`src/rtl/swizzled_texel_byte_address_unit_defines.svh`:
```
// Assertion macros for the swizzled texel byte address unit.
// Both macros expect clk_i and rst_ni to be visible where they are used.
`ifndef SWIZZLED_TEXEL_BYTE_ADDRESS_UNIT_DEFINES_SVH
`define SWIZZLED_TEXEL_BYTE_ADDRESS_UNIT_DEFINES_SVH

// Same-cycle implication, checked outside reset.
`define SWZ_ASSERT_NOW(label, ante, cons, msg) \
  label: assert property (@(posedge clk_i) disable iff (!rst_ni) (ante) |-> (cons)) \
    else $error(msg);

// Next-cycle implication, checked outside reset.
`define SWZ_ASSERT_NEXT(label, ante, cons, msg) \
  label: assert property (@(posedge clk_i) disable iff (!rst_ni) (ante) |=> (cons)) \
    else $error(msg);

`endif

```
`src/rtl/swz_pkg.sv`:
```
// Shared constants, register and format codes, and stage types for the
// swizzled texel byte address unit. No dependencies.
`timescale 1ns / 1ps

package swz_pkg;

  localparam int unsigned MEMORY_BLOCKS = 16384;
  localparam int unsigned BLK_W         = $clog2(MEMORY_BLOCKS);
  localparam int unsigned ADDR_W        = 22;
  localparam int unsigned SUM_W         = 19;
  localparam int unsigned PAGE_W        = 13;
  localparam int unsigned PROD_W        = 12;
  localparam int unsigned BLOCK_SHIFT   = 8;   // 256 bytes per block
  localparam int unsigned PAGE_SHIFT    = 5;   // 32 blocks per page

  // APB register map, 64-bit registers at 8-byte spacing.
  localparam int unsigned PADDR_W = 6;
  localparam int unsigned PDATA_W = 64;
  localparam int unsigned REG_IDX_W = 3;

  localparam logic [REG_IDX_W-1:0] REG_FORMS_VALID    = 3'd0;
  localparam logic [REG_IDX_W-1:0] REG_DEPTH16_XOR    = 3'd1;
  localparam logic [REG_IDX_W-1:0] REG_DEPTH32_XOR    = 3'd2;
  localparam logic [REG_IDX_W-1:0] REG_BLOCK32_BASES  = 3'd3;
  localparam logic [REG_IDX_W-1:0] REG_COLUMN32_BASES = 3'd4;
  localparam logic [REG_IDX_W-1:0] REG_BLOCK16_BASES  = 3'd5;
  localparam logic [REG_IDX_W-1:0] REG_BLOCK16S_BASES = 3'd6;
  localparam logic [REG_IDX_W-1:0] REG_COLUMN16_BASES = 3'd7;

  // Storage format codes.
  localparam logic [5:0] PSM_C32  = 6'd0;
  localparam logic [5:0] PSM_C24  = 6'd1;
  localparam logic [5:0] PSM_C16  = 6'd2;
  localparam logic [5:0] PSM_C16S = 6'd10;
  localparam logic [5:0] PSM_Z32  = 6'd48;
  localparam logic [5:0] PSM_Z24  = 6'd49;
  localparam logic [5:0] PSM_Z16  = 6'd50;
  localparam logic [5:0] PSM_Z16S = 6'd58;

  typedef struct packed {
    logic        forms_valid;
    logic [13:0] depth16_block_xor;
    logic [4:0]  depth32_block_xor;
    logic [24:0] block32_bases;
    logic [35:0] column32_bases;
    logic [24:0] block16_bases;
    logic [24:0] block16s_bases;
    logic [48:0] column16_bases;
  } cfg_t;

  // First stage result: page row product and the XOR forms.
  typedef struct packed {
    logic              ok;
    logic [13:0]       base_block;
    logic [PROD_W-1:0] row_prod;
    logic [4:0]        page_col;
    logic [4:0]        inpage;
    logic [13:0]       block_xor;
    logic [7:0]        unit_bytes;
  } s1_t;

  // Second stage result: wrapped block number and offset in the block.
  typedef struct packed {
    logic             ok;
    logic [BLK_W-1:0] blk;
    logic [7:0]       unit_bytes;
  } s2_t;

endpackage

```
`src/rtl/swz_cfg_regs.sv`:
```
// APB-style register file holding the swizzle forms and depth constants.
// Depends on swz_pkg.
`timescale 1ns / 1ps

module swz_cfg_regs (
  input  logic                        clk_i,
  input  logic                        rst_ni,
  input  logic                        psel,
  input  logic                        penable,
  input  logic                        pwrite,
  input  logic [swz_pkg::PADDR_W-1:0] paddr,
  input  logic [swz_pkg::PDATA_W-1:0] pwdata,
  output logic [swz_pkg::PDATA_W-1:0] prdata,
  output logic                        pready,
  output swz_pkg::cfg_t               cfg_o
);

  swz_pkg::cfg_t                   cfg_q, cfg_d;
  logic [swz_pkg::REG_IDX_W-1:0]   reg_idx;
  logic                            wr_en;

  assign reg_idx = paddr[swz_pkg::PADDR_W-1:3];
  assign pready  = 1'b1;
  assign wr_en   = psel && penable && pwrite && pready;

  always_comb begin
    cfg_d = cfg_q;
    if (wr_en) begin
      unique case (reg_idx)
        swz_pkg::REG_FORMS_VALID:    cfg_d.forms_valid       = pwdata[0];
        swz_pkg::REG_DEPTH16_XOR:    cfg_d.depth16_block_xor = pwdata[13:0];
        swz_pkg::REG_DEPTH32_XOR:    cfg_d.depth32_block_xor = pwdata[4:0];
        swz_pkg::REG_BLOCK32_BASES:  cfg_d.block32_bases     = pwdata[24:0];
        swz_pkg::REG_COLUMN32_BASES: cfg_d.column32_bases    = pwdata[35:0];
        swz_pkg::REG_BLOCK16_BASES:  cfg_d.block16_bases     = pwdata[24:0];
        swz_pkg::REG_BLOCK16S_BASES: cfg_d.block16s_bases    = pwdata[24:0];
        swz_pkg::REG_COLUMN16_BASES: cfg_d.column16_bases    = pwdata[48:0];
        default: ;
      endcase
    end
  end

  always_comb begin
    prdata = '0;
    unique case (reg_idx)
      swz_pkg::REG_FORMS_VALID:    prdata = 64'(cfg_q.forms_valid);
      swz_pkg::REG_DEPTH16_XOR:    prdata = 64'(cfg_q.depth16_block_xor);
      swz_pkg::REG_DEPTH32_XOR:    prdata = 64'(cfg_q.depth32_block_xor);
      swz_pkg::REG_BLOCK32_BASES:  prdata = 64'(cfg_q.block32_bases);
      swz_pkg::REG_COLUMN32_BASES: prdata = 64'(cfg_q.column32_bases);
      swz_pkg::REG_BLOCK16_BASES:  prdata = 64'(cfg_q.block16_bases);
      swz_pkg::REG_BLOCK16S_BASES: prdata = 64'(cfg_q.block16s_bases);
      swz_pkg::REG_COLUMN16_BASES: prdata = 64'(cfg_q.column16_bases);
      default: prdata = '0;
    endcase
  end

  always_ff @(posedge clk_i or negedge rst_ni) begin
    if (!rst_ni) begin
      cfg_q <= '0;
    end else begin
      cfg_q <= cfg_d;
    end
  end

  assign cfg_o = cfg_q;

endmodule

```
`src/rtl/swz_front.sv`:
```
// Format decode, page row product and the three XOR forms (first stage).
// Depends on swz_pkg.
`timescale 1ns / 1ps

module swz_front (
  input  logic [5:0]    pixel_format_i,
  input  logic [13:0]   base_block_i,
  input  logic [5:0]    buffer_width_i,
  input  logic [10:0]   texel_u_i,
  input  logic [10:0]   texel_v_i,
  input  swz_pkg::cfg_t cfg_i,
  output swz_pkg::s1_t  s1_o
);

  function automatic logic [4:0] xor_form5(input logic [24:0] bases, input logic [4:0] key);
    logic [4:0] acc;
    acc = '0;
    for (int i = 0; i < 5; i++) begin
      if (key[i]) acc ^= bases[i*5 +: 5];
    end
    return acc;
  endfunction

  function automatic logic [5:0] xor_form6(input logic [35:0] bases, input logic [5:0] key);
    logic [5:0] acc;
    acc = '0;
    for (int i = 0; i < 6; i++) begin
      if (key[i]) acc ^= bases[i*6 +: 6];
    end
    return acc;
  endfunction

  function automatic logic [6:0] xor_form7(input logic [48:0] bases, input logic [6:0] key);
    logic [6:0] acc;
    acc = '0;
    for (int i = 0; i < 7; i++) begin
      if (key[i]) acc ^= bases[i*7 +: 7];
    end
    return acc;
  endfunction

  logic       fam32, fam16, strided, depth;
  logic [5:0] page_row;
  logic [4:0] inpage32, inpage16;
  logic [5:0] unit32;
  logic [6:0] unit16;

  always_comb begin
    fam32   = 1'b0;
    fam16   = 1'b0;
    strided = 1'b0;
    unique case (pixel_format_i) inside
      swz_pkg::PSM_C32, swz_pkg::PSM_C24, swz_pkg::PSM_Z32, swz_pkg::PSM_Z24: fam32 = 1'b1;
      swz_pkg::PSM_C16, swz_pkg::PSM_Z16: fam16 = 1'b1;
      swz_pkg::PSM_C16S, swz_pkg::PSM_Z16S: begin
        fam16   = 1'b1;
        strided = 1'b1;
      end
      default: ;
    endcase
  end

  // Depth formats all sit in the upper half of the code space.
  assign depth = pixel_format_i[5];

  // 32-bit pages are 32 texels tall, 16-bit pages 64.
  assign page_row = fam32 ? texel_v_i[10:5] : {1'b0, texel_v_i[10:6]};

  assign inpage32 = xor_form5(cfg_i.block32_bases, {texel_v_i[4:3], texel_u_i[5:3]});
  assign inpage16 = xor_form5(strided ? cfg_i.block16s_bases : cfg_i.block16_bases,
                              {texel_v_i[5:3], texel_u_i[5:4]});
  assign unit32   = xor_form6(cfg_i.column32_bases, {texel_v_i[2:0], texel_u_i[2:0]});
  assign unit16   = xor_form7(cfg_i.column16_bases, {texel_v_i[2:0], texel_u_i[3:0]});

  always_comb begin
    s1_o.ok         = cfg_i.forms_valid && (fam32 || fam16);
    s1_o.base_block = base_block_i;
    s1_o.row_prod   = page_row * buffer_width_i;
    s1_o.page_col   = texel_u_i[10:6];
    if (fam32) begin
      s1_o.inpage     = inpage32;
      s1_o.block_xor  = depth ? 14'(cfg_i.depth32_block_xor) : '0;
      s1_o.unit_bytes = {unit32, 2'b00};
    end else begin
      s1_o.inpage     = inpage16;
      s1_o.block_xor  = depth ? cfg_i.depth16_block_xor : '0;
      s1_o.unit_bytes = {1'b0, unit16} << 1;
    end
  end

endmodule

```
`src/rtl/swz_block.sv`:
```
// Absolute block number: page offset, base add, depth XOR and wrap to the
// memory's block count (second stage). Depends on swz_pkg.
`timescale 1ns / 1ps

module swz_block (
  input  swz_pkg::s1_t s1_i,
  output swz_pkg::s2_t s2_o
);

  logic [swz_pkg::PAGE_W-1:0] page;
  logic [swz_pkg::SUM_W-1:0]  sum;
  logic [swz_pkg::SUM_W-1:0]  mixed;

  assign page  = swz_pkg::PAGE_W'(s1_i.row_prod) + swz_pkg::PAGE_W'(s1_i.page_col);
  assign sum   = swz_pkg::SUM_W'(s1_i.base_block)
               + (swz_pkg::SUM_W'(page) << swz_pkg::PAGE_SHIFT)
               + swz_pkg::SUM_W'(s1_i.inpage);
  assign mixed = sum ^ swz_pkg::SUM_W'(s1_i.block_xor);

  // The block count is a power of two, so the wrap keeps the low bits.
  always_comb begin
    s2_o.ok         = s1_i.ok;
    s2_o.blk        = mixed[swz_pkg::BLK_W-1:0];
    s2_o.unit_bytes = s1_i.unit_bytes;
  end

endmodule

```
`src/rtl/swizzled_texel_byte_address_unit.sv`:
```
// Top level of the swizzled texel byte address unit: three-stage pipeline
// over swz_front and swz_block, register file swz_cfg_regs; uses swz_pkg.
//
//   channel | direction | handshake              | payload
//   --------+-----------+------------------------+-------------------------------------
//   input   | in        | in_valid_i, in_ready_o | pixel_format, base_block, buffer_width,
//           |           |                        | texel_u, texel_v
//   output  | out       | out_valid_o, out_ready_i | address_ok, byte_address
//   config  | in        | APB psel/penable/pready  | paddr, pwdata, prdata
//
// A texel beat is captured into the first stage when it is accepted, then passes
// through the second stage into the output register, from which it can leave;
// one beat is taken every cycle when the output is drained.
// The depth is set by the decode and multiply stage, the block add stage and
// the final address assembly stage.
// Reset clears the stage valid bits and the configuration registers; no clearing pass is needed.
// A stall on the output holds every full stage that has no empty stage after it; an empty stage still fills.
`timescale 1ns / 1ps

`include "swizzled_texel_byte_address_unit_defines.svh"

module swizzled_texel_byte_address_unit (
  input  logic                        clk_i,
  input  logic                        rst_ni,
  input  logic                        psel,
  input  logic                        penable,
  input  logic                        pwrite,
  input  logic [swz_pkg::PADDR_W-1:0] paddr,
  input  logic [swz_pkg::PDATA_W-1:0] pwdata,
  output logic [swz_pkg::PDATA_W-1:0] prdata,
  output logic                        pready,
  input  logic                        in_valid_i,
  output logic                        in_ready_o,
  input  logic [5:0]                  pixel_format_i,
  input  logic [13:0]                 base_block_i,
  input  logic [5:0]                  buffer_width_i,
  input  logic [10:0]                 texel_u_i,
  input  logic [10:0]                 texel_v_i,
  output logic                        out_valid_o,
  input  logic                        out_ready_i,
  output logic                        address_ok_o,
  output logic [21:0]                 byte_address_o
);

  swz_pkg::cfg_t cfg;
  swz_pkg::s1_t  s1_d, s1_q;
  swz_pkg::s2_t  s2_d, s2_q;

  logic        v1_q, v2_q, vo_q;
  logic        en1, en2, en3;
  logic        ok_q;
  logic [21:0] addr_d, addr_q;

  swz_cfg_regs u_cfg_regs (
    .clk_i   (clk_i),
    .rst_ni  (rst_ni),
    .psel    (psel),
    .penable (penable),
    .pwrite  (pwrite),
    .paddr   (paddr),
    .pwdata  (pwdata),
    .prdata  (prdata),
    .pready  (pready),
    .cfg_o   (cfg)
  );

  swz_front u_front (
    .pixel_format_i (pixel_format_i),
    .base_block_i   (base_block_i),
    .buffer_width_i (buffer_width_i),
    .texel_u_i      (texel_u_i),
    .texel_v_i      (texel_v_i),
    .cfg_i          (cfg),
    .s1_o           (s1_d)
  );

  swz_block u_block (
    .s1_i (s1_q),
    .s2_o (s2_d)
  );

  // A stage may load when it is empty or when its contents move on.
  assign en3        = !vo_q || out_ready_i;
  assign en2        = !v2_q || en3;
  assign en1        = !v1_q || en2;
  assign in_ready_o = en1;

  // Refused beats carry a zero address.
  assign addr_d = s2_q.ok
                ? ((swz_pkg::ADDR_W'(s2_q.blk) << swz_pkg::BLOCK_SHIFT)
                   + swz_pkg::ADDR_W'(s2_q.unit_bytes))
                : '0;

  always_ff @(posedge clk_i or negedge rst_ni) begin
    if (!rst_ni) begin
      v1_q <= 1'b0;
      v2_q <= 1'b0;
      vo_q <= 1'b0;
    end else begin
      if (en1) v1_q <= in_valid_i;
      if (en2) v2_q <= v1_q;
      if (en3) vo_q <= v2_q;
    end
  end

  always_ff @(posedge clk_i) begin
    if (en1 && in_valid_i) s1_q <= s1_d;
    if (en2 && v1_q) s2_q <= s2_d;
    if (en3 && v2_q) begin
      ok_q   <= s2_q.ok;
      addr_q <= addr_d;
    end
  end

  assign out_valid_o    = vo_q;
  assign address_ok_o   = ok_q;
  assign byte_address_o = addr_q;

  `SWZ_ASSERT_NEXT(a_accept_fills, in_valid_i && in_ready_o, v1_q, "accepted beat lost at stage one")
  `SWZ_ASSERT_NOW(a_full_blocks, vo_q && !out_ready_i && v1_q && v2_q, !in_ready_o, "input taken into a full pipeline")
  `SWZ_ASSERT_NEXT(a_stage2_holds, v2_q && !en3, v2_q && $stable(s2_q), "stalled stage two changed")

endmodule

```
`config.mk`:
```
export PLATFORM = sky130hd
export DESIGN_NAME = swizzled_texel_byte_address_unit
export DESIGN_NICKNAME = d
export VERILOG_FILES = /design/src/rtl/swz_pkg.sv /design/src/rtl/swz_cfg_regs.sv /design/src/rtl/swz_front.sv /design/src/rtl/swz_block.sv /design/src/rtl/swizzled_texel_byte_address_unit.sv
export VERILOG_INCLUDE_DIRS = /design/src /design/src/rtl
export SDC_FILE = /design/constraint.sdc
export NUM_CORES = 1
export LEC_CHECK = 0
export BUFFER_PORTS_ARGS = -buffer_cell sky130_fd_sc_hd__buf_2
export CELL_PAD_IN_SITES_DETAIL_PLACEMENT = 1
export CELL_PAD_IN_SITES_GLOBAL_PLACEMENT = 2
export CORE_MARGIN = 2
export CORE_UTILIZATION = 42
export DETAILED_ROUTE_END_ITERATION = 16
export GPL_ROUTABILITY_DRIVEN = 0
export HOLD_SLACK_MARGIN = 0.03
export PLACE_DENSITY_LB_ADDON = 0.3
export SYNTH_ARGS = -nofsm -noshare
export SYNTH_HDL_FRONTEND = slang
export SYNTH_SLANG_ARGS = --single-unit
```
`constraint.sdc`:
```
create_clock -name clk_i -period 4.6 [get_ports clk_i]
set_input_delay 0.69 -clock clk_i [delete_from_list [all_inputs] [get_ports clk_i]]
set_output_delay 0.69 -clock clk_i [all_outputs]
set_load 0.01 [all_outputs]
```
==> results.yml, run 1 <==
global_route:
  grt_first_pass_wirelength_um: 71900
  grt_antenna_before_repair: 0
  grt-ovfl-total: 0
  grt_max_degree: 100
  grt_pass1_vias: 11636
  grt_use_total_pct: 24.7
timing:
  min_period_over_period_pct: 94.6
  timing.fmax_ghz: 0.230
  drv_slew: 0
  skew_ns: 0.0125
  relSlewSlack_pct: 28.5
  rsz0062_at_grt: "no"
  hold_viol: 0
  final.setup.tns_ns: 0
  min_period_ns: 4.35
  setup_viol: 0
  worstMarginPinSlew_ns: 1.06
synthesis:
  synthCells: 1329
  synth.area.mux_share_pct: 17.4
  yosysSeqAreaShare_pct: 48.3
  synthFlopType: "dfrtp_1"
  synth_edf_count: 99
  synth-xor-area-share_pct: 8.54
  netlist_area_um2: 15600
  synth_warnings: 0
  synth-seq-cells: 282
  yosys.area_share.simple_pct: 10.7
  synth-compound-area-share_pct: 6.98
  avgSynthCellArea_um2: 11.8
  synthDistinctLibCells: 66
  synthAdderAreaFrac_pct: 4.57
  synth_async_sr_flop_share_pct: 64.9
  synth_top_family_by_area: "multiplexers"
placement:
  io_buffers: 179
  dpl_cell_area_um2: 17200
  dp_cells: 1963
  hpwlAfterDp_um: 35000
outcome:
  status: "completed"
cts:
  root_buffer: "clkbuf_16"
  clkSlewWorstSetupHoldPaths_ns: 0.06
  cts_tree: "done"
  htreeDepth: 2
  cts.sinks: 282
  numCtsBuffers: 35
  clock_latency_ns: 0.52
  cts_buffer_depth: 3
finish:
  final_cell_mix: "dfrtp_1 (183), mux2_2 (181), buf_2 (178), nand2_1 (170)"
  syn_to_final_growth_pct: 17.5
  layout_commonest_cell: "dfrtp_1"
  diodes: 0
  finalNetCount: 1704
  drive_gt1_share_pct: 32.9
  layout.cells.non_filler: 2026
  final_cell_area_um2: 18400
power:
  vdd_ir_drop_max_mv: 0.363
  leakage_uw: 0.00793
  power_density_nw_per_um2: 471
drt:
  drc: 0
  routedWlPerCell_um: 23.4
  viasPerCell: 5.50
  postRouteAntennaNets: 0
  vias: 11133
  routed_wl_um: 47400
  drtIter0Drc: 606
  drt-pass1-iter-count: 4
floorplanning:
  die_w_um: 197
  initial_core_util_pct: 42.7
  die_h_um: 197
  core-area_um2: 36600
  dieArea_um2: 38800
  io_pins: 215
  rows: 70
setup_path:
  cpMaxStageDelayCell: "fa_1"
  cp-start-kind: "input port"
  path_buf_inv: 4
  cp.arrival_ns: 4.61
  worstPathCellList: "buf_2 -> xor2_2 -> or4_1 -> buf_4 -> mux2i_2 -> buf_4 -> buf_4 -> nor2b_1 -> fa_1 -> ha_1 -> fa_1 -> ha_1 -> a21o_1 -> a21oi_2 -> o21bai_1 -> a21oi_1 -> xnor2_1 -> xnor2_1"
  crit_fanout: 11
  cp.required_ns: 4.85
  end_kind: "flip-flop"
  max_stage_delay_ns: 0.47
  crit_type: "input port to flip-flop"
  crit_family: "adder cells"
  crit_top_cell: "buf_4"
min_path:
  hold_path_class: "input port to asynchronous set/reset pin"
run:
  max_cap_viol_count: 0
-- power by group --
group          total [uW]  switching [uW]  internal (uW)
logic                2350            1230           1120
clock network        2750            1070           1680
registers            3560             371           3190
-- per-stage QoR --
step	hold WS [ns]	util (%)	setup WS (ns)	total power (uW)
after floorplan	0.394	-	0.0426	5050
after global placement	0.402	47.0	-0.260	5830
after detailed placement	0.409	47.0	-0.349	5950
after CTS	0.322	50.2	0.170	8740
after global routing	0.334	50.2	0.0281	9100
final	0.278	50.2	0.249	8660
-- cells in the mapped netlist, drive strengths merged (6+ instances only) --
| master | count | share of area (%) |
|---|---|---|
| fa | 17 | 2.2 |
| a22oi | 16 | 0.77 |
| ha | 30 | 2.4 |
| o21ai | 35 | 1.1 |
| nor3 | 14 | 0.54 |
| a21boi | 8 | 0.38 |
| clkbuf | 34 | 0.82 |
| buf | 48 | 1.9 |
| inv | 31 | 0.74 |
| a21o | 6 | 0.29 |
| edfxtp | 99 | 19 |
| xnor2 | 100 | 5.6 |
| mux2 | 185 | 13 |
| dfrtp | 183 | 29 |
| nand2b | 13 | 0.52 |
| nor2b | 39 | 1.6 |
| nand2 | 170 | 4.1 |
| xor2 | 38 | 2.2 |
| a31oi | 16 | 0.72 |
| and3 | 14 | 0.59 |
| a211oi | 6 | 0.29 |
| a21oi | 44 | 1.4 |
| nor2 | 27 | 0.66 |
| and2 | 37 | 1.5 |
| mux4 | 17 | 2.4 |
| nand3 | 21 | 0.67 |
| a22o | 13 | 0.73 |
| mux2i | 25 | 1.6 |
-- cells by family (layout without fill, tap and decap cells) --
| group | Yosys count | count (layout) |
|---|---|---|
| compound gates | 168 | 168 |
| xor+xnor | 143 | 143 |
| fa+ha+maj | 47 | 47 |
| buf+inv | 114 | 328 |
| flops | 282 | 282 |
| mux | 227 | 227 |
| other cells | 2 | 17 |
| simple gates | 346 | 346 |
-- final timing paths --
| path | cells after the start | slack, ns | endpoint | start |
|---|---|---|---|---|
| min in group clk_i | 1 | 0.35 | s1_q[51]$_DFFE_PP_ | base_block_i[7] |
| hold reg to reg | 0 | 0.42 | s2_q[1]$_DFFE_PP_ | s1_q[1]$_SDFFCE_PN0P_ |
| setup reg to reg | 12 | 1.23 | s2_q[20]$_DFFE_PP_ | s1_q[32]$_DFFE_PP_ |
| hold / removal | 1 | 0.28 | u_cfg_regs.cfg_o[25]$_DFFE_PN0P_ | rst_ni |
| max in group asynchronous | 2 | 3.25 | u_cfg_regs.cfg_o[75]$_DFFE_PN0P_ | rst_ni |
| setup / recovery | 18 | 0.25 | s1_q[40]$_DFFE_PP_ | pixel_format_i[5] |
-- metal layers --
metal  global-route usage [%]  vias up  wire length, um
met3                     3.70       60             2540
met1                     34.0     5717            21000
met4                     6.57        0             1090
li1                         -     5055                -
met2                     41.0      301            22800
met5                        0        -                0
-- area by class of cell --
type	count	area (um^2)
fillers	3913	18200
multi-input cells	948	7650
flip-flops and latches	282	7550
repair buffers	233	1320
clock buffers	54	1090
well taps	468	586
inverters	32	120
clock inverters	9	71.3
-- state kept, by name, indices dropped and copies added, names as in the netlist --
name and count:
address_ok_o 1, byte_address_o 21, out_valid_o 1, s1_q 55, s2_q 22, u_cfg_regs.cfg_o 180, v1_q 1, v2_q 1
-- repair_timing --
item	4_1_cts	5_1_grt
gates resized for setup	0	2
buffers inserted	0	0
hold buffers	0	0
endpoints found under the setup margin	0	1
Power figures use the tool's default switching activity.
==> inputs of run 2 (changes only) <==
Settings changed: CORE_ASPECT_RATIO from default to 0.7, SYNTH_HIERARCHICAL from default to 1.
==> run 2 against run 1 <==
  * Power decreased by 3.4%
  * Sequential power increased by 1%
  * Highest routed layer is now met5
  * Combinational power is 3% lower
  * Final cell count is 0.84% higher
  * Non-clock buffer count decreased by 17
  * Clock-buffer cell count is 8 lower
  * Clock power is 10% lower
==> results.yml, run 2 <==
outcome:
  status: "completed"
floorplanning:
  die_w_um: 238
  initial_core_util_pct: 42.3
  dieArea_um2: 40100
  io_pins: 215
  die_h_um: 168
  rows: 60
  core-area_um2: 38200
drt:
  drc: 0
  routedWlPerCell_um: 23.4
  postRouteAntennaNets: 0
  drt-pass1-iter-count: 5
  drtIter0Drc: 660
  vias: 10913
  viasPerCell: 5.34
  routed_wl_um: 47700
finish:
  fillCellCount: 4057
  final_cell_mix: "mux2_2 (205), dfrtp_1 (183), buf_2 (179), nand2_1 (162), edfxtp_1 (102)"
  layout_commonest_cell: "mux2_2"
  finalNetCount: 1701
  syn_to_final_growth_pct: 13.5
  drive_gt1_share_pct: 31.9
  diodes: 0
  largest_reg_flops: 180
  final_core_util_pct: 48.0
power:
  switching_power_uw: 2630
  leakage_uw: 0.00801
  p_int_uw: 5730
  power.clock.fraction_pct: 29.5
  power_frac_comb_pct: 27.4
  pwr-share-seq_pct: 43.1
  vdd_ir_drop_max_mv: 0.259
  power_density_nw_per_um2: 456
  swShare_pct: 31.5
placement:
  hpwlAfterDp_um: 35000
  io_buffers: 180
setup_path:
  timing.rr.end: "s2_q[19]$_DFFE_PP_"
  cp-startpoint: "pixel_format_i[4]"
  crit_fanout: 7
  cp.required_ns: 4.93
  cp-start-kind: "input port"
  end_kind: "flip-flop"
  worstRegToRegCells: 11
  reg2reg_slack_ns: 1.31
  rr_startpoint: "s1_q[27]$_DFFE_PP_"
  crit_type: "input port to flip-flop"
  cp.arrival_ns: 4.52
timing:
  worstMarginPinSlew_ns: 1.01
  drv_slew: 0
  hold_viol: 0
  skew_ns: 0.00945
  min_period_ns: 4.19
  min_period_over_period_pct: 91.2
  rsz0062_at_grt: "no"
  worst_hold_slack_ns: 0.220
  relSlewSlack_pct: 32.3
  setup_viol: 0
  timing.fmax_ghz: 0.238
global_route:
  grt_first_pass_wirelength_um: 72000
  grt-ovfl-total: 0
  grt_use_total_pct: 23.8
  grt_max_degree: 86
  grt_antenna_before_repair: 1
  grt_pass1_vias: 11421
synthesis:
  netlist_area_um2: 16200
  synthCells: 1374
  avgSynthCellArea_um2: 11.8
  synth_warnings: 6
run:
  max_cap_viol_count: 0
cts:
  cts.sinks: 285
  htreeDepth: 1
  cts_buffer_depth: 3
  numCtsBuffers: 31
  root_buffer: "clkbuf_16"
  cts_resized: 0
  cts_tree: "done"
  clkSlewWorstSetupHoldPaths_ns: 0.06
  clock_latency_ns: 0.57
  postCtsSetupRepairBufs: 0
  cts_hold_buf: 0
min_path:
  hold_path_class: "input port to asynchronous set/reset pin"
==> run 2: cell types whose count changed in the layout (fill, tap and decap cells not counted), sizes merged, moves of 12 or more <==
cell	change
a221oi	+16
a31oi	-12
buf	-17
mux2	+34
mux2i	+22
mux4	-15
==> run 2: worst max-delay path, cell delays in order <==
cell and delay (ns):
buf_2 0.10, xor2_1 0.16, or4_1 0.47, buf_4 0.22, mux2i_1 0.36, nor2b_1 0.12, fa_1 0.51, inv_1 0.06
fa_1 0.49, fa_1 0.49, inv_1 0.04, ha_1 0.28, a21oi_1 0.18, o21bai_1 0.09, a21oi_1 0.18, xnor2_1 0.08
==> run 2: worst max-delay path by stage <==
stage          depth (start not counted)  slack [ns]                 end
3_3_place_gp                          16       -0.15  s1_q[40]$_DFFE_PP_
2_1_floorplan                         15        0.13  s1_q[40]$_DFFE_PP_
4_1_cts                               16        0.44  s1_q[40]$_DFFE_PP_
3_5_place_dp                          16       -0.15  s1_q[40]$_DFFE_PP_
5_1_grt                               16        0.18  s1_q[40]$_DFFE_PP_
6_report                              16        0.41  s1_q[40]$_DFFE_PP_
==> run 2: per-layer routing <==
| metal | wire (um) | vias up | track usage [%] | share of wire (%) |
|---|---|---|---|---|
| li1 | - | 5031 | - | - |
| met1 | 23700 | 5561 | 36.5 | 50 |
| met2 | 20800 | 270 | 35.6 | 44 |
| met3 | 2540 | 49 | 4.12 | 5.3 |
| met4 | 645 | 2 | 3.86 | 1.4 |
| met5 | 13 | - | 0 | 0.027 |
==> run 2: power groups by stage <==
| stage | sequential (uW) | combinational [uW] | clock (uW) |
|---|---|---|---|
| after floorplan | 3490 | 1650 | 0 |
| after global placement | 3620 | 2220 | 0 |
| after detailed placement | 3650 | 2300 | 0 |
| after CTS | 3610 | 2310 | 2520 |
| after global routing | 3670 | 2520 | 2600 |
| final | 3610 | 2290 | 2470 |
==> run 2: stage by stage <==
step	total power, uW	setup TNS, ns	cells	setup WS (ns)	instance area (um^2)
2_1_floorplan	5140	0	1388	0.129	16200
3_3_place_gp	5850	-0.277	1987	-0.152	17400
3_5_place_dp	5950	-0.293	1987	-0.154	17400
4_1_cts	8440	0	2043	0.438	18300
5_1_grt	8790	0	2043	0.184	18300
6_report	8360	0	2043	0.406	18300
==> run 2: cell type report <==
type / instances / area [um^2] / area share (%)
clock inverters: 10 / 100 / 0.546
well taps: 496 / 621 / 3.38
multi-input cells: 957 / 7780 / 42.4
inverters: 33 / 124 / 0.675
repair buffers: 216 / 1200 / 6.55
clock buffers: 46 / 882 / 4.81
flip-flops and latches: 285 / 7640 / 41.7
